--- src/sv/wfrm_pkg.sv ---
// shared types and constants of the windowed frame rate meter
`default_nettype none
package wfrm_pkg;

    localparam int MAX_INTERVALS_DEF = 256;
    localparam int INTERVAL_BITS_DEF = 40;
    localparam int TS_W = 63;
    localparam int WIN_W = 40;
    localparam int PCT_W = 7;
    localparam int RATE_W = 24;
    localparam int CFG_IDX_W = 1;
    localparam int CFG_DATA_W = 40;
    localparam int FIFO_DEPTH = 2;
    localparam int SCALED_NS_W = 38;

    localparam logic [CFG_IDX_W-1:0] REG_WINDOW_LENGTH = 1'b0;
    localparam logic [CFG_IDX_W-1:0] REG_PERCENTILE = 1'b1;

    localparam logic [WIN_W-1:0] WINDOW_LENGTH_RST = 40'd1000000000;
    localparam logic [PCT_W-1:0] PERCENTILE_RST = 7'd95;
    localparam logic [RATE_W-1:0] RATE_MAX = 24'hFFFFFF;
    // one second in ns times 256 for the 8 fraction bits
    localparam logic [SCALED_NS_W-1:0] SCALED_NS = 38'd256000000000;
    // ceil(2^27/100), floor(x/100) = (x*RECIP_100) >> RECIP_SHIFT for small x
    localparam logic [20:0] RECIP_100 = 21'd1342178;
    localparam int RECIP_SHIFT = 27;
    localparam int PCT_ROUND = 99;

    typedef enum logic [1:0] {
        CMD_RESTART,
        CMD_REPEAT,
        CMD_APPEND
    } cmd_kind_t;

    typedef enum logic [3:0] {
        ST_IDLE,
        ST_DROP,
        ST_WRITE,
        ST_TRIM,
        ST_MUL,
        ST_DIV,
        ST_SAT,
        ST_PMUL,
        ST_PIDX,
        ST_SCAN,
        ST_BIT,
        ST_DONE
    } back_state_t;

endpackage
`default_nettype wire

--- src/sv/wfrm_front.sv ---
// front stage: classifies each timestamp and forms the new interval
`default_nettype none
module wfrm_front #(
    parameter int INTERVAL_BITS = wfrm_pkg::INTERVAL_BITS_DEF
) (
    input  wire logic                          clk,
    input  wire logic                          rst_n,
    input  wire logic                          accept,
    input  wire logic [wfrm_pkg::TS_W-1:0]     timestamp_ns,
    output logic [INTERVAL_BITS+1:0]           cmd_data
);

    localparam logic [wfrm_pkg::TS_W-1:0] IV_MAX =
        wfrm_pkg::TS_W'((64'd1 << INTERVAL_BITS) - 64'd1);

    logic                        started_reg;
    logic [wfrm_pkg::TS_W-1:0]   last_ts_reg;
    logic [wfrm_pkg::TS_W-1:0]   diff;
    logic [INTERVAL_BITS-1:0]    iv;
    wfrm_pkg::cmd_kind_t         kind;

    always_comb
    begin
        diff = timestamp_ns - last_ts_reg;
        iv = (diff > IV_MAX) ? IV_MAX[INTERVAL_BITS-1:0] : diff[INTERVAL_BITS-1:0];
        if (!started_reg || timestamp_ns < last_ts_reg)
        begin
            kind = wfrm_pkg::CMD_RESTART;
        end
        else if (timestamp_ns == last_ts_reg)
        begin
            kind = wfrm_pkg::CMD_REPEAT;
        end
        else
        begin
            kind = wfrm_pkg::CMD_APPEND;
        end
        cmd_data = {kind, iv};
    end

    always_ff @(posedge clk or negedge rst_n)
    begin
        if (!rst_n)
        begin
            started_reg <= 1'b0;
            last_ts_reg <= '0;
        end
        else if (accept)
        begin
            started_reg <= 1'b1;
            last_ts_reg <= timestamp_ns;
        end
    end

endmodule
`default_nettype wire

--- config.mk ---
export PLATFORM = sky130hd
export DESIGN_NAME = wfrm_front
export DESIGN_NICKNAME = d
export VERILOG_FILES = /design/src/sv/wfrm_pkg.sv /design/src/sv/wfrm_front.sv
export SDC_FILE = /design/constraint.sdc
export NUM_CORES = 1
export LEC_CHECK = 0
export BUFFER_PORTS_ARGS = -buffer_cell sky130_fd_sc_hd__buf_2
export CAP_MARGIN = 20
export CORE_MARGIN = 2
export CORE_UTILIZATION = 40
export DETAILED_ROUTE_END_ITERATION = 8
export HOLD_SLACK_MARGIN = 0.08
export PLACE_DENSITY = 0.67
export SLEW_MARGIN = 20
export SYNTH_ARGS = -nofsm -noshare
export SYNTH_HDL_FRONTEND = slang
export SYNTH_SLANG_ARGS = --single-unit
--- constraint.sdc ---
create_clock -name clk -period 5.12 [get_ports clk]
set_input_delay 0.512 -clock clk [delete_from_list [all_inputs] [get_ports clk]]
set_output_delay 0.512 -clock clk [all_outputs]
set_load 0.02 [all_outputs]
==> results of run 1 <==
critical path: cells and delay by family (launching register included):
family / cells / cell delay, ns
AO/OA/AOI/OAI: 2 / 0.25
adder cells (fa/ha/maj): 1 / 0.43
buffers and inverters: 3 / 0.41
flip-flops: 1 / 0.32
AND/OR/NAND/NOR: 8 / 2.57
per-stage QoR:
stage          cells  worst slack, ns  hold WS [ns]
3_3_place_gp    1305            0.402         0.446
5_1_grt         1322           0.0297         0.401
2_1_floorplan   1007            0.904         0.216
6_report        1322            0.283         0.347
4_1_cts         1321            0.262         0.384
3_5_place_dp    1305            0.355         0.449
synthesized netlist by cell type, types with 3 or more instances:
cell	count
a21oi_1	94
inv_1	80
clkbuf_1	19
o21bai_1	8
dfrtp_1	64
o211ai_1	5
nand4_1	38
o41ai_1	3
xnor2_1	26
xor2_1	19
nand2_2	30
mux2_2	4
a21boi_0	4
clkbuf_2	3
nor2_1	61
nor4_1	13
ha_1	63
nand3_1	12
o21a_1	7
a211oi_1	12
o31ai_1	9
a311oi_1	4
buf_12	3
a21o_1	9
nor2b_1	10
o22ai_1	3
or3_1	4
a22oi_1	3
nand4_2	3
o21ai_0	125
buf_6	9
o2111ai_1	4
nor3_1	23
and2_1	3
nand2_1	159
and3_1	4
buf_4	13
nand2b_1	7
routing by layer:
layer	vias to the layer above	track usage [%]	share of wire, %
li1	3728	-	-
met1	3457	30.6	47
met2	229	34.7	45
met3	24	3.42	5.7
met4	0	5.85	1.6
met5	-	0	0
worst max path at each step:
| stage | depth (start not counted) | endpoint | slack [ns] |
|---|---|---|---|
| after CTS | 14 | cmd_data[7] | 0.26 |
| after floorplan | 13 | cmd_data[10] | 0.90 |
| after global routing | 15 | cmd_data[2] | 0.03 |
| after detailed placement | 14 | cmd_data[7] | 0.36 |
| after global placement | 15 | cmd_data[7] | 0.40 |
| final | 14 | cmd_data[21] | 0.28 |
placed cells by master, fill, tap and decap left out, drive strengths merged, types with 4 or more instances in the layout:
master,Yosys,layout
a211oi,13,13
a21boi,4,4
a21o,9,9
a21oi,94,94
a311oi,4,4
and3,4,4
buf,28,122
clkbuf,24,15
dfrtp,64,64
ha,63,63
inv,80,80
mux2,4,4
nand2,189,189
nand2b,7,7
nand3,12,12
nand4,41,41
nor2,62,62
nor2b,10,10
nor3,23,23
nor4,13,13
o2111ai,4,4
o211ai,5,5
o21a,7,7
o21ai,125,125
o21bai,8,8
o22ai,4,4
o31ai,9,9
or3,4,4
xnor2,26,26
xor2,19,19
final cells by class:
cell class | instances | share of cell area, %
tap | 229 | 3.50
timing repair buffer | 123 | 8.32
inverter | 80 | 3.67
clock inverter | 2 | 0.428
multi-input combinational | 810 | 61.0
clock buffer | 14 | 3.47
sequential | 64 | 19.6
kinds of logic (layout without fill, tap and decap cells):
family	after synthesis	after routing	share of synthesized area, %
AO/OA/AOI/OAI	313	313	25.6
multiplexers	5	5	0.756
buffers and inverters	133	219	9.40
adder cells (fa/ha/maj)	64	64	11.1
XOR/XNOR	45	45	5.41
flip-flops	64	64	22.0
AND/OR/NAND/NOR	383	383	25.7
report_power, final:
part           switching [mW]  internal, mW  total, mW
Sequential             0.0117         0.551      0.562
Clock                   0.230         0.429      0.659
Combinational           0.649         0.357       1.01
Total                   0.890          1.34       2.23
==> results.yml, run 1 <==
run_status:
  status: "complete, no violations"
sta:
  slew_violations: 0
  final_hold_viol_count: 0
  maxSlewHeadroom_pct: 30.1
  min_period_ns: 4.84
  setup_viol: 0
  finClkSkew_ns: 0
  fmax_mhz: 207
  worst_pin_slew_ns: 1.05
  final.setup.tns_ns: 0
  grt_setup_unrepaired: "false"
  period_share_pct: 94.5
worst_setup_path:
  arrival_ns: 4.32
  reg2reg_slack_ns: 4.35
  crit_required_ns: 4.61
  path_cells: "inv_1 > ha_1 > nand4_1 > or2_0 > or3_1 > or4_4 > o22ai_2 > a311oi_1 > or3_1 > or4_4 > nor2_8 > buf_12 > nand2_2 > buf_2"
  max_stage_delay_ns: 0.57
  crit_path_start: "last_ts_reg[36]"
  r2r_start: "started_reg"
  end_kind: "output pin"
  critPathKind: "flop to output pin"
  crit_fanout: 22
  critPathSlowestCell: "or4_4"
  startpoint_type: "flop"
  reg2reg_depth: 1
  r2r_end: "started_reg"
place:
  io_buffers: 107
  gp_congestion: 0.945
  dpl.hpwl_um: 16800
  dpl-instance-area_um2: 7860
cts:
  cts_num_sinks: 64
  clk_pin_slew_ns: 0.05
  postCtsSetupRepairBufs: 0
  cts_buffers: 9
  postCtsHoldBufs: 0
  cts_root_buf: "clkbuf_16"
  post_cts_resized: 0
  clock_path_buffers: 2
  cts_tree: "yes"
  clock_latency_ns: 0.34
  cts_max_level: 3
logic_synthesis:
  synth_seq_cells: 64
  syn_area_um2: 7280
  yosysTopAreaCell: "dfrtp_1"
  synth.distinct_cells: 76
  ys.warnings.count: 0
  synth_seq_area_share_pct: 22.0
  ys_top_cells_by_area: "dfrtp_1, ha_1, o21ai_0, nand2_1, a21oi_1"
  syn_inst: 1007
  syn_nets: 1137
  syn_avg_cell_area_um2: 7.23
  ys_async_sr_fraction_pct: 100
  synth_top_area_share_pct: 22.0
  synth_ff_type: "dfrtp_1"
  synth_edf_count: 0
cells_and_area:
  n_fill_cell: 1896
  nNetsFinal: 1218
  n_antenna_cell: 0
  largest_register_ffs: 63
  post-route-cell-area_um2: 8180
  post-route-util_pct: 45.7
  seqCellArea_um2: 1600
  drive_gt1_share_pct: 17.1
  multiInputGateArea_um2: 4990
  syn2layout_area_growth_pct: 12.4
power_and_ir_drop:
  ir_drop_mv: 0.211
  power_density_nw_per_um2: 272
  p_leak_nw: 3.58
  p_total_mw: 2.23
routing:
  wl_per_cell_um: 15.9
  ant_nets: 0
  drcViolationCount: 0
  vias: 7438
  wl_um: 21000
  viasPerCell: 5.63
  first_pass_iters: 5
  drtIter0Drc: 673
global_route:
  grt_max_degree: 127
  grt_pass1_wl_um: 34600
  grt_overflow: 0
  grt_use_total_pct: 21.7
  antenna_found_initial: 0
  grt_pass1_vias: 6952
floorplanning:
  die_area_um2: 19300
  ios: 108
  die_y_um: 139
  rows: 49
  initial_utilization_pct: 40.7
  core_region_area_um2: 17900
  die_x_um: 139
run:
  maxCapViolCount: 0
min_path:
  hold_class: "input port to async pin"
Note: power is estimated with default switching activity, not from simulation.
==> run 2: changes to the inputs <==
- CORE_UTILIZATION: 40 -> 35
- PLACE_DENSITY: 0.67 -> 0.61
==> run 2 against run 1 <==
  * Power fell by 1.4%
  * Critical path depth stayed put
  * Global-route usage decreased by 1.8 points
  * First-iteration DRC count is 31% lower
  * Register-to-register slack hardly changed
  * Critical path type unchanged
  * Highest routed layer unchanged
==> results.yml, run 2 (same netlist as run 1, synthesis figures left out) <==
power_and_ir_drop:
  p_sw_mw: 0.896
  seqPwrFrac_pct: 25.6
  ir_drop_mv: 0.163
  intPower_mw: 1.30
  p_total_mw: 2.20
  p_leak_nw: 3.60
  swShare_pct: 40.8
  power_density_nw_per_um2: 266
  pwr-share-comb_pct: 46.2
  p_clk_share_pct: 28.2
place:
  dp_worst_setup_slack_ns: 0.317
  dpl.hpwl_um: 17500
  gp_congestion: 0.986
  dp_cells: 1354
  io_buffers: 107
cts:
  clk_pin_slew_ns: 0.05
  postCtsHoldBufs: 0
  cts_root_buf: "clkbuf_16"
  clock_latency_ns: 0.35
  cts_max_level: 3
  postCtsSetupRepairBufs: 0
  cts_buffers: 9
  clock_path_buffers: 2
  cts_num_sinks: 64
  post_cts_resized: 0
  cts_tree: "yes"
floorplanning:
  initial_utilization_pct: 35.9
  rows: 52
  die_area_um2: 22000
  ios: 108
  die_y_um: 148
  die_x_um: 148
  core_region_area_um2: 20300
routing:
  wl_um: 21500
  ant_nets: 0
  first_pass_iters: 5
  drcViolationCount: 0
  viasPerCell: 5.40
  wl_per_cell_um: 15.7
  drtIter0Drc: 466
  vias: 7396
sta:
  maxSlewHeadroom_pct: 34.6
  final.setup.tns_ns: 0
  setup_viol: 0
  min_period_ns: 4.89
  finClkSkew_ns: 0
  period_share_pct: 95.5
  worst_pin_slew_ns: 0.957
  slew_violations: 0
  final_hold_viol_count: 0
  grt_setup_unrepaired: "false"
  fmax_mhz: 205
  fin_ws_ns: 0.230
cells_and_area:
  n_fill_cell: 2169
  n_antenna_cell: 0
  final_common_cell: "nand2_1"
  post-route-util_pct: 40.7
  drive_gt1_share_pct: 17.6
  largest_register_ffs: 63
  nNetsFinal: 1225
  layout_common_cells: "nand2_1, o21ai_0, buf_2, a21oi_1, inv_1"
  final_cell_count_no_fill: 1369
  syn2layout_area_growth_pct: 13.5
run_status:
  status: "complete, no violations"
worst_setup_path:
  path_cells: "inv_1 > ha_1 > nand4_2 > or2_0 > or3_1 > or4_4 > o22ai_2 > a311oi_1 > or3_1 > or4_4 > nor2_8 > buf_12 > nand2_1 > buf_2"
  reg2reg_depth: 1
  crit_family: "simple AND/OR/NAND/NOR gates"
  crit_fanout: 23
  startpoint_type: "flop"
  endpoint: "cmd_data[5]"
  arrival_ns: 4.38
  reg2reg_slack_ns: 4.35
  crit_required_ns: 4.61
  r2r_end: "started_reg"
  path_buf_inv: 3
  critPathKind: "flop to output pin"
  end_kind: "output pin"
  r2r_start: "started_reg"
  max_stage_delay_ns: 0.57
  critPathSlowestCell: "or4_4"
  cp.depth: 14
  crit_path_start: "last_ts_reg[40]"
global_route:
  grt_pass1_wl_um: 35600
  grt_pass1_vias: 7116
  antenna_found_initial: 0
  grt_max_degree: 127
  grt_overflow: 0
  grt_use_total_pct: 19.9
run:
  maxCapViolCount: 0
min_path:
  hold_class: "input port to async pin"
## run 2: changes by cell type in the layout (fill, tap and decap cells not counted), sizes merged
cell,previous run,this run
buf,122,130
clkinv,1,3
clkbuf,15,11
## run 2: area by class of cell
cell class,count,area (um^2),area share [%]
inverters,80,300,3.63
repair buffers,130,739,8.95
flip-flops and latches,64,1600,19.4
clock buffers,11,243,2.94
multi-input cells,810,4990,60.5
well taps,270,338,4.09
clock inverters,4,45.0,0.545
## run 2: routing by layer
layer,part of all wire [%],vias to the layer above,GRT usage [%]
met3,5.0,25,2.15
li1,-,3737,-
met4,2.1,0,6.29
met2,45,218,31.6
met1,48,3416,28.4
met5,0,-,0
## run 2: stage by stage
step / instance area, um^2 / hold slack (ns)
global route: 8260 / 0.378
global placement: 7970 / 0.448
CTS: 8260 / 0.378
detailed placement: 7970 / 0.455
finish: 8260 / 0.355
floorplan: 7280 / 0.216
## run 2: worst min path at each step
stage	startpoint	endpoint
4_1_cts	timestamp_ns[9]	last_ts_reg[9]
2_1_floorplan	rst_n	last_ts_reg[0]
3_3_place_gp	started_reg	started_reg
3_5_place_dp	started_reg	started_reg
6_report	rst_n	last_ts_reg[23]
5_1_grt	timestamp_ns[4]	last_ts_reg[4]
## run 2: power by group through the flow
| stage | clock, mW | sequential, mW | combinational [mW] |
|---|---|---|---|
| 2_1_floorplan | 0 | 0.568 | 0.745 |
| 3_3_place_gp | 0 | 0.570 | 1.00 |
| 3_5_place_dp | 0 | 0.571 | 0.999 |
| 4_1_cts | 0.634 | 0.562 | 1.01 |
| 5_1_grt | 0.657 | 0.566 | 1.13 |
| 6_report | 0.619 | 0.562 | 1.01 |
==> run 3: changes to the inputs <==
- CTS_BUF_LIST: default -> sky130_fd_sc_hd__clkbuf_4 sky130_fd_sc_hd__clkbuf_8
- PLACE_DENSITY: 0.61 -> default
- PLACE_DENSITY_LB_ADDON: default -> 0.3
==> run 3 against run 2 <==
  * Critical path depth unchanged
  * Register-to-register slack about the same
  * Clock skew unchanged
  * Design area decreased by 0.39%
  * Worst hold slack got worse by 0.045 ns
  * Via count increased by 0.30%
  * Non-clock buffer count increased by 1
  * Die area unchanged
  * Power decreased by 6.5%
  * Largest power group unchanged
==> results.yml, run 3 (same netlist as run 1, synthesis figures left out) <==
run_status:
  status: "complete, no violations"
worst_setup_path:
  crit_fanout: 19
  end_kind: "output pin"
  path_cells: "inv_1 > ha_1 > nand4_2 > or2_0 > or3_1 > or4_4 > o22ai_2 > a311oi_1 > or3_1 > or4_4 > nor2_8 > buf_12 > nand2_1 > buf_2"
  arrival_ns: 4.36
  critPathSlowestCell: "or4_4"
  crit_required_ns: 4.61
  path_buf_inv: 3
  startpoint_type: "flop"
  critPathKind: "flop to output pin"
  max_stage_delay_ns: 0.59
  reg2reg_slack_ns: 4.34
  crit_family: "simple AND/OR/NAND/NOR gates"
cts:
  postCtsSetupRepairBufs: 0
  cts_tree: "yes"
  cts_root_buf: "clkbuf_8"
  cts_num_sinks: 64
  clk_pin_slew_ns: 0.07
  cts_max_level: 3
  cts_buffers: 9
  clock_latency_ns: 0.37
  clock_path_buffers: 2
routing:
  drcViolationCount: 0
  drtIter0Drc: 501
  wl_um: 21700
  first_pass_iters: 5
  viasPerCell: 5.41
  ant_nets: 0
  vias: 7418
  wl_per_cell_um: 15.8
sta:
  slew_violations: 0
  final_hold_viol_count: 0
  maxSlewHeadroom_pct: 33.5
  setup_viol: 0
  min_period_ns: 4.87
  period_share_pct: 95.2
  final.setup.tns_ns: 0
  worst_pin_slew_ns: 0.972
  fmax_mhz: 205
  fin_hold_ws_ns: 0.310
  finClkSkew_ns: 0
  fin_ws_ns: 0.246
  grt_setup_unrepaired: "false"
power_and_ir_drop:
  pwr-share-comb_pct: 49.5
  p_leak_nw: 3.57
  p_total_mw: 2.05
  p_clk_share_pct: 23.1
  ir_drop_mv: 0.112
  intPower_mw: 1.18
  seqPwrFrac_pct: 27.3
  swShare_pct: 42.7
  power_density_nw_per_um2: 249
  p_sw_mw: 0.876
global_route:
  grt_pass1_vias: 6933
  grt_pass1_wl_um: 35300
  antenna_found_initial: 0
  grt_use_total_pct: 19.9
  grt_max_degree: 127
  grt_overflow: 0
floorplanning:
  die_area_um2: 22000
  ios: 108
  die_x_um: 148
  initial_utilization_pct: 35.9
  rows: 52
  die_y_um: 148
  core_region_area_um2: 20300
min_path:
  hold_class: "input port to async pin"
place:
  dpl.hpwl_um: 17600
  dp_worst_setup_slack_ns: 0.307
  gp_congestion: 1.01
  io_buffers: 107
cells_and_area:
  n_antenna_cell: 0
  post-route-util_pct: 40.5
  drive_gt1_share_pct: 18.3
  largest_register_ffs: 63
  layout_common_cells: "nand2_1, o21ai_0, buf_2, a21oi_1, inv_1"
  nNetsFinal: 1226
  syn2layout_area_growth_pct: 13.0
  final_common_cell: "nand2_1"
run:
  maxCapViolCount: 0
-- run 3: repair_timing --
| action | CTS | global route |
|---|---|---|
| hold buffers | 0 | 0 |
| setup endpoints to repair | 0 | 40 |
| gates resized for setup | 0 | 7 |
-- run 3: through the flow --
step / cells / instance area (um^2)
floorplan: 1007 / 7280
global placement: 1354 / 7970
detailed placement: 1354 / 7970
CTS: 1370 / 8180
global route: 1371 / 8230
finish: 1371 / 8230
-- run 3: worst paths after layout --
kind | depth (start not counted) | to | start
worst max-delay path | 14 | cmd_data[5] | last_ts_reg[43]
worst min-delay path | 2 | last_ts_reg[26] | rst_n
worst max register to register | 1 | started_reg | started_reg
worst min register to register | 1 | started_reg | started_reg
max in group asynchronous | 2 | last_ts_reg[0] | rst_n
min in group clk | 3 | last_ts_reg[3] | timestamp_ns[3]
-- run 3: power by group through the flow --
stage / Combinational [mW] / Clock, mW / Sequential (mW)
6_report: 1.02 / 0.475 / 0.561
5_1_grt: 1.13 / 0.509 / 0.565
4_1_cts: 1.00 / 0.491 / 0.561
3_5_place_dp: 0.995 / 0 / 0.571
3_3_place_gp: 1.00 / 0 / 0.570
2_1_floorplan: 0.745 / 0 / 0.568
-- run 3: per-layer routing --
layer | up-vias | share of wire (%) | track usage, %
met5 | - | 0 | 0
met4 | 0 | 2.2 | 6.57
met3 | 29 | 5.2 | 2.67
met2 | 231 | 44 | 31.7
met1 | 3415 | 48 | 27.8
li1 | 3743 | - | -
-- run 3: area by class of cell --
class                           instances  area, um^2
Sequential cell                        64        1600
Clock buffer                           13         166
Multi-Input combinational cell        810        5030
Timing Repair Buffer                  131         756
Inverter                               80         300
Clock inverter                          3        40.0
Tap cell                              270         338
Fill cell                            2176       12100
