===== src/sv/wfrm_pkg.sv =====
// shared types and constants of the windowed frame rate meter
`default_nettype none
package wfrm_pkg;

    localparam int MAX_INTERVALS_DEF = 256;
    localparam int INTERVAL_BITS_DEF = 40;
    localparam int TS_W = 63;
    localparam int WIN_W = 40;
    localparam int PCT_W = 7;
    localparam int RATE_W = 24;
    localparam int CFG_IDX_W = 1;
    localparam int CFG_DATA_W = 40;
    localparam int FIFO_DEPTH = 2;
    localparam int SCALED_NS_W = 38;

    localparam logic [CFG_IDX_W-1:0] REG_WINDOW_LENGTH = 1'b0;
    localparam logic [CFG_IDX_W-1:0] REG_PERCENTILE = 1'b1;

    localparam logic [WIN_W-1:0] WINDOW_LENGTH_RST = 40'd1000000000;
    localparam logic [PCT_W-1:0] PERCENTILE_RST = 7'd95;
    localparam logic [RATE_W-1:0] RATE_MAX = 24'hFFFFFF;
    // one second in ns times 256 for the 8 fraction bits
    localparam logic [SCALED_NS_W-1:0] SCALED_NS = 38'd256000000000;
    // ceil(2^27/100), floor(x/100) = (x*RECIP_100) >> RECIP_SHIFT for small x
    localparam logic [20:0] RECIP_100 = 21'd1342178;
    localparam int RECIP_SHIFT = 27;
    localparam int PCT_ROUND = 99;

    typedef enum logic [1:0] {
        CMD_RESTART,
        CMD_REPEAT,
        CMD_APPEND
    } cmd_kind_t;

    typedef enum logic [3:0] {
        ST_IDLE,
        ST_DROP,
        ST_WRITE,
        ST_TRIM,
        ST_MUL,
        ST_DIV,
        ST_SAT,
        ST_PMUL,
        ST_PIDX,
        ST_SCAN,
        ST_BIT,
        ST_DONE
    } back_state_t;

endpackage
`default_nettype wire


===== src/sv/wfrm_fifo.sv =====
// two-entry queue between the stages
`default_nettype none
module wfrm_fifo #(
    parameter int W = 8
) (
    input  wire logic         clk,
    input  wire logic         rst_n,
    input  wire logic         push,
    input  wire logic [W-1:0] in_data,
    output logic              full,
    input  wire logic         pop,
    output logic [W-1:0]      out_data,
    output logic              empty
);

    logic [W-1:0] mem_reg [wfrm_pkg::FIFO_DEPTH];
    logic         wr_ptr_reg;
    logic         rd_ptr_reg;
    logic [1:0]   count_reg;
    logic         do_push;
    logic         do_pop;

    assign full = (count_reg == 2'(wfrm_pkg::FIFO_DEPTH));
    assign empty = (count_reg == 2'd0);
    assign do_push = push && !full;
    assign do_pop = pop && !empty;
    assign out_data = mem_reg[rd_ptr_reg];

    always_ff @(posedge clk)
    begin
        if (do_push)
        begin
            mem_reg[wr_ptr_reg] <= in_data;
        end
    end

    always_ff @(posedge clk or negedge rst_n)
    begin
        if (!rst_n)
        begin
            wr_ptr_reg <= 1'b0;
            rd_ptr_reg <= 1'b0;
            count_reg <= 2'd0;
        end
        else
        begin
            if (do_push)
            begin
                wr_ptr_reg <= !wr_ptr_reg;
            end
            if (do_pop)
            begin
                rd_ptr_reg <= !rd_ptr_reg;
            end
            if (do_push && !do_pop)
            begin
                count_reg <= count_reg + 2'd1;
            end
            else if (do_pop && !do_push)
            begin
                count_reg <= count_reg - 2'd1;
            end
        end
    end

endmodule
`default_nettype wire


===== config.mk =====
export PLATFORM = sky130hd
export DESIGN_NAME = wfrm_fifo
export DESIGN_NICKNAME = d
export VERILOG_FILES = /design/src/sv/wfrm_pkg.sv /design/src/sv/wfrm_fifo.sv
export SDC_FILE = /design/constraint.sdc
export NUM_CORES = 1
export LEC_CHECK = 0
export ABC_AREA = 1
export BUFFER_PORTS_ARGS = -buffer_cell sky130_fd_sc_hd__buf_2
export CAP_MARGIN = 5
export CORE_UTILIZATION = 45
export CTS_BUF_LIST = sky130_fd_sc_hd__clkbuf_4 sky130_fd_sc_hd__clkbuf_8
export DETAILED_ROUTE_END_ITERATION = 7
export MAX_ROUTING_LAYER = met4
export PLACE_DENSITY_LB_ADDON = 0.08
export SETUP_SLACK_MARGIN = 0.4
export SYNTH_ARGS = -nofsm -noshare
export SYNTH_HDL_FRONTEND = slang
export SYNTH_SLANG_ARGS = --single-unit
export TNS_END_PERCENT = 5

===== constraint.sdc =====
create_clock -name clk -period 2.7 [get_ports clk]
set_input_delay 0.27 -clock clk [delete_from_list [all_inputs] [get_ports clk]]
set_output_delay 0.27 -clock clk [all_outputs]
set_load 0.1 [all_outputs]

==> results.toml, run 1 <==
[status]
status = "complete, no violations"

[yosys]
synth-seq-area-share_pct = 71.7
synth_mux_area_share_pct = 0
yosysTopAreaCellShare_pct = 59.4
syn_area_um2 = 810
yosysTopAreaCell = "edfxtp_1"
synth_cells = 73
synth-simple-area-share_pct = 20.1
synth.distinct_cells = 14
syn-num-nets = 86
yosys.area_share.adder_pct = 1.55
synth_top_family_by_area = "simple AND/OR/NAND/NOR gates"
synthXorXnorAreaFrac_pct = 1.08
synth_area_leaders = "edfxtp_1, nand2_1, dfrtp_1"
yosys_warnings = 0
synth_compound_area_share_pct = 1.24
avgSynthCellArea_um2 = 11.1
synth_seq_cells = 20

[sta]
hold_violations = 0
final.period_utilization_pct = 67.2
fmax_ghz = 0.551
period_needed_ns = 1.82
tns_ns = 0
worst_pin_slew_ns = 0.634
rsz0062_at_grt = "no"
maxSlewViolCount = 0
fin_skew_ns = 0.0123
setup_viol = 0
max_slew_margin_pct = 57.6

[placed_design]
routabilityCongestion = 0.842
portBuffers = 21
placed_cells = 117
hpwl_um = 930

[finish]
nets = 112
nFillCells = 124
antenna_cells = 0
area_growth_pct = 23.8
drive_gt1_share_pct = 28.6
instances_no_fill = 122
largest_reg_flops = 16

[critical_path]
path_max_fanout = 10
worstPathArrival_ns = 1.55
cp_slowest_stage_delay_ns = 0.50
cpMostUsedCell = "nand2_1"
startpoint_type = "flop"
path_cells = "inv_2 > nand2_1 > nand2_1 > buf_2"
critPathRequiredTime_ns = 2.43
crit_family = "buffers and inverters"
critical_path_class = "reg -> out"
crit_path_end_kind = "output port"
cp_slowest_cell = "dfrtp_1"
cp_num_buf_inv = 2

[die]
start_util_pct = 50.8
die_h_um = 44.4
core_area_um2 = 1590
io_pins = 22
dieArea_um2 = 1970
rows = 14
die_w_um = 44.4

[flow_run]
max_cap_viol_count = 0

[routing]
routed.top_layer = "met4"
routed-wl-met2_um = 583
drc_errors = 0
wl_per_cell_um = 10.4
via_per_inst = 4.61
vias = 563
antenna_left = 0
dr.pass1.iters = 4
drt-met1-wl_um = 560
wl_um = 1260
routed-wl-met3_um = 87
drt-initial-drc-count = 16

[cts]
cts-root-buf = "clkbuf_4"
clk_latency_ns = 0.30
clock-sinks = 20
cts-buffers-inserted = 3
ctsResizeCount = 0
cts_hold_buffers = 1
cts_tree = "yes"
htreeDepth = 1
post_cts_buffers = 0
clkTransAtPathRegs_ns = 0.12
clock_path_buffers = 2

[grt]
grt_pass1_vias = 472
grt_max_degree = 13
grt_overflow_total = 0
grt_pass1_wl_um = 2040
grt_usage_pct = 15.8
antenna_found_initial = 0

[hold_path]
hold_path.class = "in -> reg"
==> per-layer routing <==
layer	GRT usage [%]	up-vias
li1	-	287
met1	20.0	247
met2	22.9	24
met3	4.08	5
met4	9.09	0
met5	-	-
==> cells in the mapped netlist <==
cell type / number
o21ai_0: 2
xnor2_1: 1
nand2_1: 33
dfrtp_1: 4
inv_2: 1
ha_1: 1
nand3b_1: 1
buf_2: 1
nor2_2: 2
nor2_1: 2
nand4_1: 1
inv_1: 7
nand3_1: 1
edfxtp_1: 16
==> metrics by stage <==
| stage | cell area (um2) | hold WS [ns] | utilization, % | setup slack (ns) |
|---|---|---|---|---|
| final | 1000 | 0.146 | 62.9 | 0.885 |
| after global routing | 1000 | 0.132 | 62.9 | 0.762 |
| after CTS | 1000 | 0.136 | 62.9 | 0.831 |
| after detailed placement | 940 | 0.0816 | 58.9 | 1.17 |
| after global placement | 940 | 0.0811 | 58.9 | 1.19 |
| after floorplan | 810 | -0.0256 | - | 0.600 |
==> kinds of logic after synthesis <==
| kind of cell | count (synthesis) |
|---|---|
| AOI/OAI and AO/OA | 2 |
| xor gates and xnor gates | 1 |
| buffers and inverters | 9 |
| adders and majority gates | 1 |
| and+or+nand+nor | 40 |
| DFF | 20 |
==> path summary, 6_finish.rpt <==
path / slack [ns] / from / cells past startpoint / to
worst max-delay path: 0.88 / rd_ptr_reg$_DFFE_PN0P_ / 4 / out_data[4]
worst min-delay path: 0.15 / in_data[2] / 1 / mem_reg[0][2]$_DFFE_PP_
worst max register to register: 1.20 / count_reg[1]$_DFFE_PN0P_ / 3 / mem_reg[1][0]$_DFFE_PP_
worst min register to register: 0.49 / wr_ptr_reg$_DFFE_PN0P_ / 2 / wr_ptr_reg$_DFFE_PN0P_
max in group asynchronous: 2.29 / rst_n / 2 / count_reg[0]$_DFFE_PN0P_
min in group asynchronous: 0.28 / rst_n / 2 / wr_ptr_reg$_DFFE_PN0P_
==> layout by cell type (no fill, tap or decap), drive strengths merged <==
master | Yosys | routed
xnor2 | 1 | 1
dfrtp | 4 | 4
edfxtp | 16 | 16
nor2 | 4 | 4
inv | 8 | 8
dlygate4sd3 | 0 | 1
bufinv | 0 | 1
clkbuf | 0 | 3
nand3b | 1 | 1
nand2 | 33 | 33
nand3 | 1 | 1
o21ai | 2 | 2
nand4 | 1 | 1
ha | 1 | 1
buf | 1 | 21
==> final cells by class <==
class,instances,area (um2),area share (%)
Inverter,8,30.0,3.00
Clock buffer,3,22.5,2.25
Multi-Input combinational cell,44,194,19.4
Tap cell,24,30.0,3.00
Sequential cell,20,581,57.9
Clock inverter,1,30.0,3.00
Timing Repair Buffer,22,115,11.5
Power of run 1 is left out: the tool's default activity adds up to more than one toggle a clock period on the data nets, which glitch-free logic cannot reach.
==> run 2: changes to the inputs <==
--- a/config.mk
+++ b/config.mk
@@ -5,7 +5,7 @@
 export SDC_FILE = /design/constraint.sdc
 export NUM_CORES = 1
 export LEC_CHECK = 0
-export ABC_AREA = 1
+export ABC_AREA = 0
 export BUFFER_PORTS_ARGS = -buffer_cell sky130_fd_sc_hd__buf_2
 export CAP_MARGIN = 5
 export CORE_UTILIZATION = 45
==> constraint.sdc (replaced) <==
create_clock -name clk -period 1.6 [get_ports clk]
set_input_delay 0.16 -clock clk [delete_from_list [all_inputs] [get_ports clk]]
set_output_delay 0.16 -clock clk [all_outputs]
set_load 0.1 [all_outputs]
==> run 2 against run 1 <==
  * The flow now finishes with violations (design-rule violations)
  * Critical path depth is 1 lower
  * Clock-buffer cell count stayed put
  * Non-clock buffer count is 7 higher
  * Via count is 18% lower
  * Utilization is 9.3 points higher
  * Register-to-register slack worse by 1.1 ns
  * Worst hold slack worse by 0.11 ns
  * Clock skew hardly changed
  * Die area is 3.3% lower
  * Synthesized area is 3.4% lower
  * Global-route usage is 1.5 points higher
==> results.toml, run 2 <==
[status]
status = "complete, but fails checks"
violations = "design-rule violations"

[finish]
antenna_cells = 0
drive_gt1_share_pct = 61.8
largest_reg_flops = 16
multi_input_area_um2 = 214
area_growth_pct = 43.8
layout_common_cells = "edfxtp_1, buf_2, buf_6"
seq_area_um2 = 583
design_area_um2 = 1120
nets = 90
nFillCells = 119
final_common_cell = "edfxtp_1"

[critical_path]
critical_path_class = "reg -> out"
reg2reg_to = "count_reg[1]$_DFFE_PN0P_"
crit_path_end_kind = "output port"
startpoint = "rd_ptr_reg$_DFFE_PN0P_"
startpoint_type = "flop"
r2r_cells = 7
path_max_fanout = 5
critPathRequiredTime_ns = 1.44
worstPathArrival_ns = 1.35
rrSetupSlack_ns = 0.15
reg2reg_from = "count_reg[0]$_DFFE_PN0P_"

[grt]
antenna_found_initial = 0
grt_usage_pct = 17.2
grt_pass1_wl_um = 2160
grt_max_degree = 13
grt_overflow_total = 0
grt_pass1_vias = 493

[yosys]
avgSynthCellArea_um2 = 17.8
synth-seq-area-share_pct = 74.2
synth_seq_cells = 20
yosys_warnings = 0
yosysTopAreaCell = "edfxtp_1"
synth-edff-count = 16
synth_cells = 44
synth_top_flop_cell = "edfxtp_1"
synth_common_cells = "edfxtp_1, mux2_1, dfrtp_1"
syn-num-nets = 57
yosysTopAreaCellShare_pct = 61.4
ys_async_sr_fraction_pct = 20.0
yosysMostFrequentCell = "edfxtp_1"
synth_area_leaders = "edfxtp_1, dfrtp_1, mux2_1"
syn_area_um2 = 782
synth.distinct_cells = 15

[cts]
clk_latency_ns = 0.30
htreeDepth = 1
clock-sinks = 20
cts-buffers-inserted = 3
cts_tree = "yes"
clkTransAtPathRegs_ns = 0.12
clock_path_buffers = 2
cts-root-buf = "clkbuf_4"

[hold_path]
whs_path_depth = 1
hold_path.class = "in -> reg"
min_to = "mem_reg[1][3]$_DFFE_PP_"
min-delay-start = "in_data[3]"

[sta]
rsz0062_at_grt = "yes"
fmax_ghz = 0.663
max_slew_margin_pct = 81.6
fin_skew_ns = 0.0118
tns_ns = 0
maxSlewViolCount = 0
final.period_utilization_pct = 94.3
hold_violations = 0
worst_pin_slew_ns = 0.278
setup_viol = 0
period_needed_ns = 1.51

[die]
rows = 14
die_h_um = 43.7
core_area_um2 = 1560
start_util_pct = 50.2
io_pins = 22
dieArea_um2 = 1910
die_w_um = 43.7

[routing]
vias = 459
antenna_left = 0
drc_errors = 2
dr.pass1.iters = 5
wl_um = 1250
via_per_inst = 4.99
wl_per_cell_um = 13.6
drt-initial-drc-count = 4

[placed_design]
routabilityCongestion = 0.643
portBuffers = 21
placed_area_um2 = 950
hpwl_um = 814

[flow_run]
max_cap_viol_count = 0
## run 2: cell count changes after synthesis, sizes merged
| cell | before | now |
|---|---|---|
| and3 | 0 | 1 |
| inv | 8 | 2 |
| mux2 | 0 | 8 |
| nand2 | 33 | 1 |
| nand2b | 0 | 1 |
| nand3 | 1 | 0 |
| nand3b | 1 | 0 |
| nand4 | 1 | 0 |
| nor2 | 4 | 3 |
| o21ai | 2 | 1 |
| xnor2 | 1 | 3 |
| xor2 | 0 | 2 |
## run 2: final cells by class
class / count / share of cell area (%)
Sequential cell: 20 / 51.8
Tap cell: 16 / 1.78
Multi-Input combinational cell: 21 / 19.0
Clock inverter: 1 / 2.67
Clock buffer: 3 / 2.00
Inverter: 2 / 0.667
Timing Repair Buffer: 29 / 22.0
## run 2: layer usage
| metal | wire (um) | share of wire (%) | GRT usage, % | vias up |
|---|---|---|---|---|
| met4 | 31 | 2.5 | 9.38 | 0 |
| met1 | 542 | 43 | 18.5 | 214 |
| met2 | 620 | 50 | 28.4 | 16 |
| met5 | 0 | 0 | - | - |
| met3 | 52 | 4.2 | 5.00 | 6 |
| li1 | - | - | - | 223 |
## run 2: critical path: stages, from the launching register on
cell and delay [ns]:
dfrtp_2 0.43, buf_6 0.13, mux2_4 0.31, buf_12 0.17
## run 2: cell families after synthesis
logic type | after synthesis | synth area share [%]
compound gates | 1 | 0.639
xor+xnor | 5 | 6.56
mux | 8 | 11.5
buf+inv | 3 | 1.60
simple gates | 6 | 3.84
flops | 20 | 74.2
fa+ha+maj | 1 | 1.60
## run 2: stage by stage
| step | hold WS [ns] | util (%) | setup slack, ns | std cells |
|---|---|---|---|---|
| after global placement | -0.0262 | 60.9 | 0.199 | 84 |
| after detailed placement | -0.0258 | 60.9 | 0.184 | 84 |
| after floorplan | -0.136 | - | 0.204 | 44 |
| after global routing | 0.0214 | 72.2 | 0.0444 | 92 |
| final | 0.0363 | 72.2 | 0.0908 | 92 |
| after CTS | 0.0332 | 72.1 | 0.0851 | 92 |
## run 2: what timing repair did
item	in CTS	in global routing
endpoints found under the setup margin	28	28
gates resized for setup	29	1
endpoints found under the hold margin	4	0
buffers inserted	3	0
hold buffers	1	0
## run 2: worst max-delay path by stage
stage / end / slack (ns)
floorplan: count_reg[1]$_DFFE_PN0P_ / 0.20
global placement: count_reg[1]$_DFFE_PN0P_ / 0.20
detailed placement: count_reg[1]$_DFFE_PN0P_ / 0.18
CTS: out_data[5] / 0.09
global route: out_data[2] / 0.04
finish: out_data[5] / 0.09
Power of run 2 is left out for the same reason.
==> run 3: changes to the inputs <==
--- a/config.mk
+++ b/config.mk
@@ -12,7 +12,7 @@
 export CTS_BUF_LIST = sky130_fd_sc_hd__clkbuf_4 sky130_fd_sc_hd__clkbuf_8
 export DETAILED_ROUTE_END_ITERATION = 7
 export MAX_ROUTING_LAYER = met4
-export PLACE_DENSITY_LB_ADDON = 0.08
+export PLACE_DENSITY = 0.66
 export SETUP_SLACK_MARGIN = 0.4
 export SYNTH_ARGS = -nofsm -noshare
 export SYNTH_HDL_FRONTEND = slang
==> constraint.sdc (replaced) <==
create_clock -name clk -period 1.5 [get_ports clk]
set_input_delay 0.15 -clock clk [delete_from_list [all_inputs] [get_ports clk]]
set_output_delay 0.15 -clock clk [all_outputs]
set_load 0.1 [all_outputs]
==> run 3 against run 2 <==
  * The flow still finishes with violations (design-rule violations)
  * Die area unchanged
  * Largest cell class unchanged
  * Clock skew shrank 0.0077 ns
  * Via count decreased by 0.65%
  * First-iteration DRC count unchanged
==> results.toml, run 3 (synthesis results as in run 2) <==
[routing]
vias = 456
dr.pass1.iters = 5
antenna_left = 0
wl_per_cell_um = 14.7
drc_errors = 3
via_per_inst = 4.96
drt-initial-drc-count = 4
wl_um = 1350

[grt]
grt_overflow_total = 0
use_met2_pct = 31.3
grt_usage_pct = 18.0
grt_max_degree = 12
grt_use_met1_pct = 19.5
use_met3_pct = 6.67
grt_pass1_wl_um = 2260
antenna_found_initial = 0
grt_pass1_vias = 496
top_usage_layer = "met2"

[finish]
utilization_pct = 77.0
largest_reg_flops = 16
antenna_cells = 0
drive_gt1_share_pct = 67.1
nets = 90
nFillCells = 94
final_common_cell = "edfxtp_1"
area_growth_pct = 53.4
layout_common_cells = "edfxtp_1, buf_2, buf_12"

[status]
violations = "design-rule violations"
status = "complete, but fails checks"

[sta]
maxSlewViolCount = 0
setup_viol = 0
hold_violations = 0
period_needed_ns = 1.50
fmax_ghz = 0.669
max_slew_margin_pct = 80.1
rsz0062_at_grt = "yes"
worst_pin_slew_ns = 0.296
fin_skew_ns = 0.00409
final.period_utilization_pct = 99.7
tns_ns = 0

[cts]
clock-sinks = 20
clk_latency_ns = 0.29
cts_tree = "yes"
clock_path_buffers = 2
cts-buffers-inserted = 3
htreeDepth = 1
clkTransAtPathRegs_ns = 0.10
cts-root-buf = "clkbuf_4"

[die]
rows = 14
dieArea_um2 = 1910
io_pins = 22
die_w_um = 43.7
start_util_pct = 50.2
die_h_um = 43.7
core_area_um2 = 1560

[critical_path]
cp_num_buf_inv = 2
path_max_fanout = 4
critPathRequiredTime_ns = 1.35
worstPathArrival_ns = 1.35
path_cells = "buf_6 > mux2_4 > buf_12"
critical_path_class = "reg -> out"
cp_slowest_stage_delay_ns = 0.44
startpoint_type = "flop"
crit_family = "flip-flops"
crit_path_end_kind = "output port"
cp_slowest_cell = "dfrtp_2"

[placed_design]
portBuffers = 21
hpwl_um = 880
routabilityCongestion = 0.747

[flow_run]
max_cap_viol_count = 0

[hold_path]
hold_path.class = "in -> reg"
[run 3: changes by cell type in the layout (fill, tap and decap cells not counted), moves of 2 or more]
cell,delta
buf_12,+6
buf_4,-4
buf_6,-2
inv_1,-2
mux2_2,-2
mux2_4,+2
[run 3: stage by stage]
step                area [um2]  std cells  worst slack, ns  hold slack [ns]
floorplan                  822         44            0.159           -0.146
global placement           985         82           0.0938          -0.0376
detailed placement         985         82           0.0666          -0.0329
CTS                       1110         91          0.00966           0.0304
global route              1200         92          -0.0452           0.0174
finish                    1200         92          0.00439           0.0392
[run 3: area by class of cell]
class                      count  area [um2]  share of cell area [%]
multi-input combinational     21         239                    19.9
tap                           16        20.0                    1.67
clock buffer                   4        30.0                    2.50
timing repair buffer          29         315                    26.3
sequential                    20         584                    48.7
inverter                       2        11.3                   0.938
[run 3: what timing repair did]
action | CTS | global route
pin swaps | 0 | 2
setup buffers | 4 | 1
endpoints found under the setup margin | 28 | 28
hold buffers | 1 | 0
resized for setup | 21 | 21
endpoints found under the hold margin | 4 | 0
[run 3: final timing paths]
check	to	slack, ns	cells past startpoint	start
min reg2reg	wr_ptr_reg$_DFFE_PN0P_	0.54	1	wr_ptr_reg$_DFFE_PN0P_
max reg2reg	count_reg[1]$_DFFE_PN0P_	0.11	7	count_reg[0]$_DFFE_PN0P_
min in group asynchronous	wr_ptr_reg$_DFFE_PN0P_	0.20	2	rst_n
max	out_data[3]	0.004	3	rd_ptr_reg$_DFFE_PN0P_
max in group asynchronous	rd_ptr_reg$_DFFE_PN0P_	1.17	2	rst_n
min	mem_reg[0][5]$_DFFE_PP_	0.04	1	in_data[5]
[run 3: metal layers]
layer  vias to the layer above  share of wire, %
met2                        13                57
met3                         0               4.6
met4                         0                 0
li1                        223                 -
met5                         -                 0
met1                       220                38
Power of run 3 is left out for the same reason.
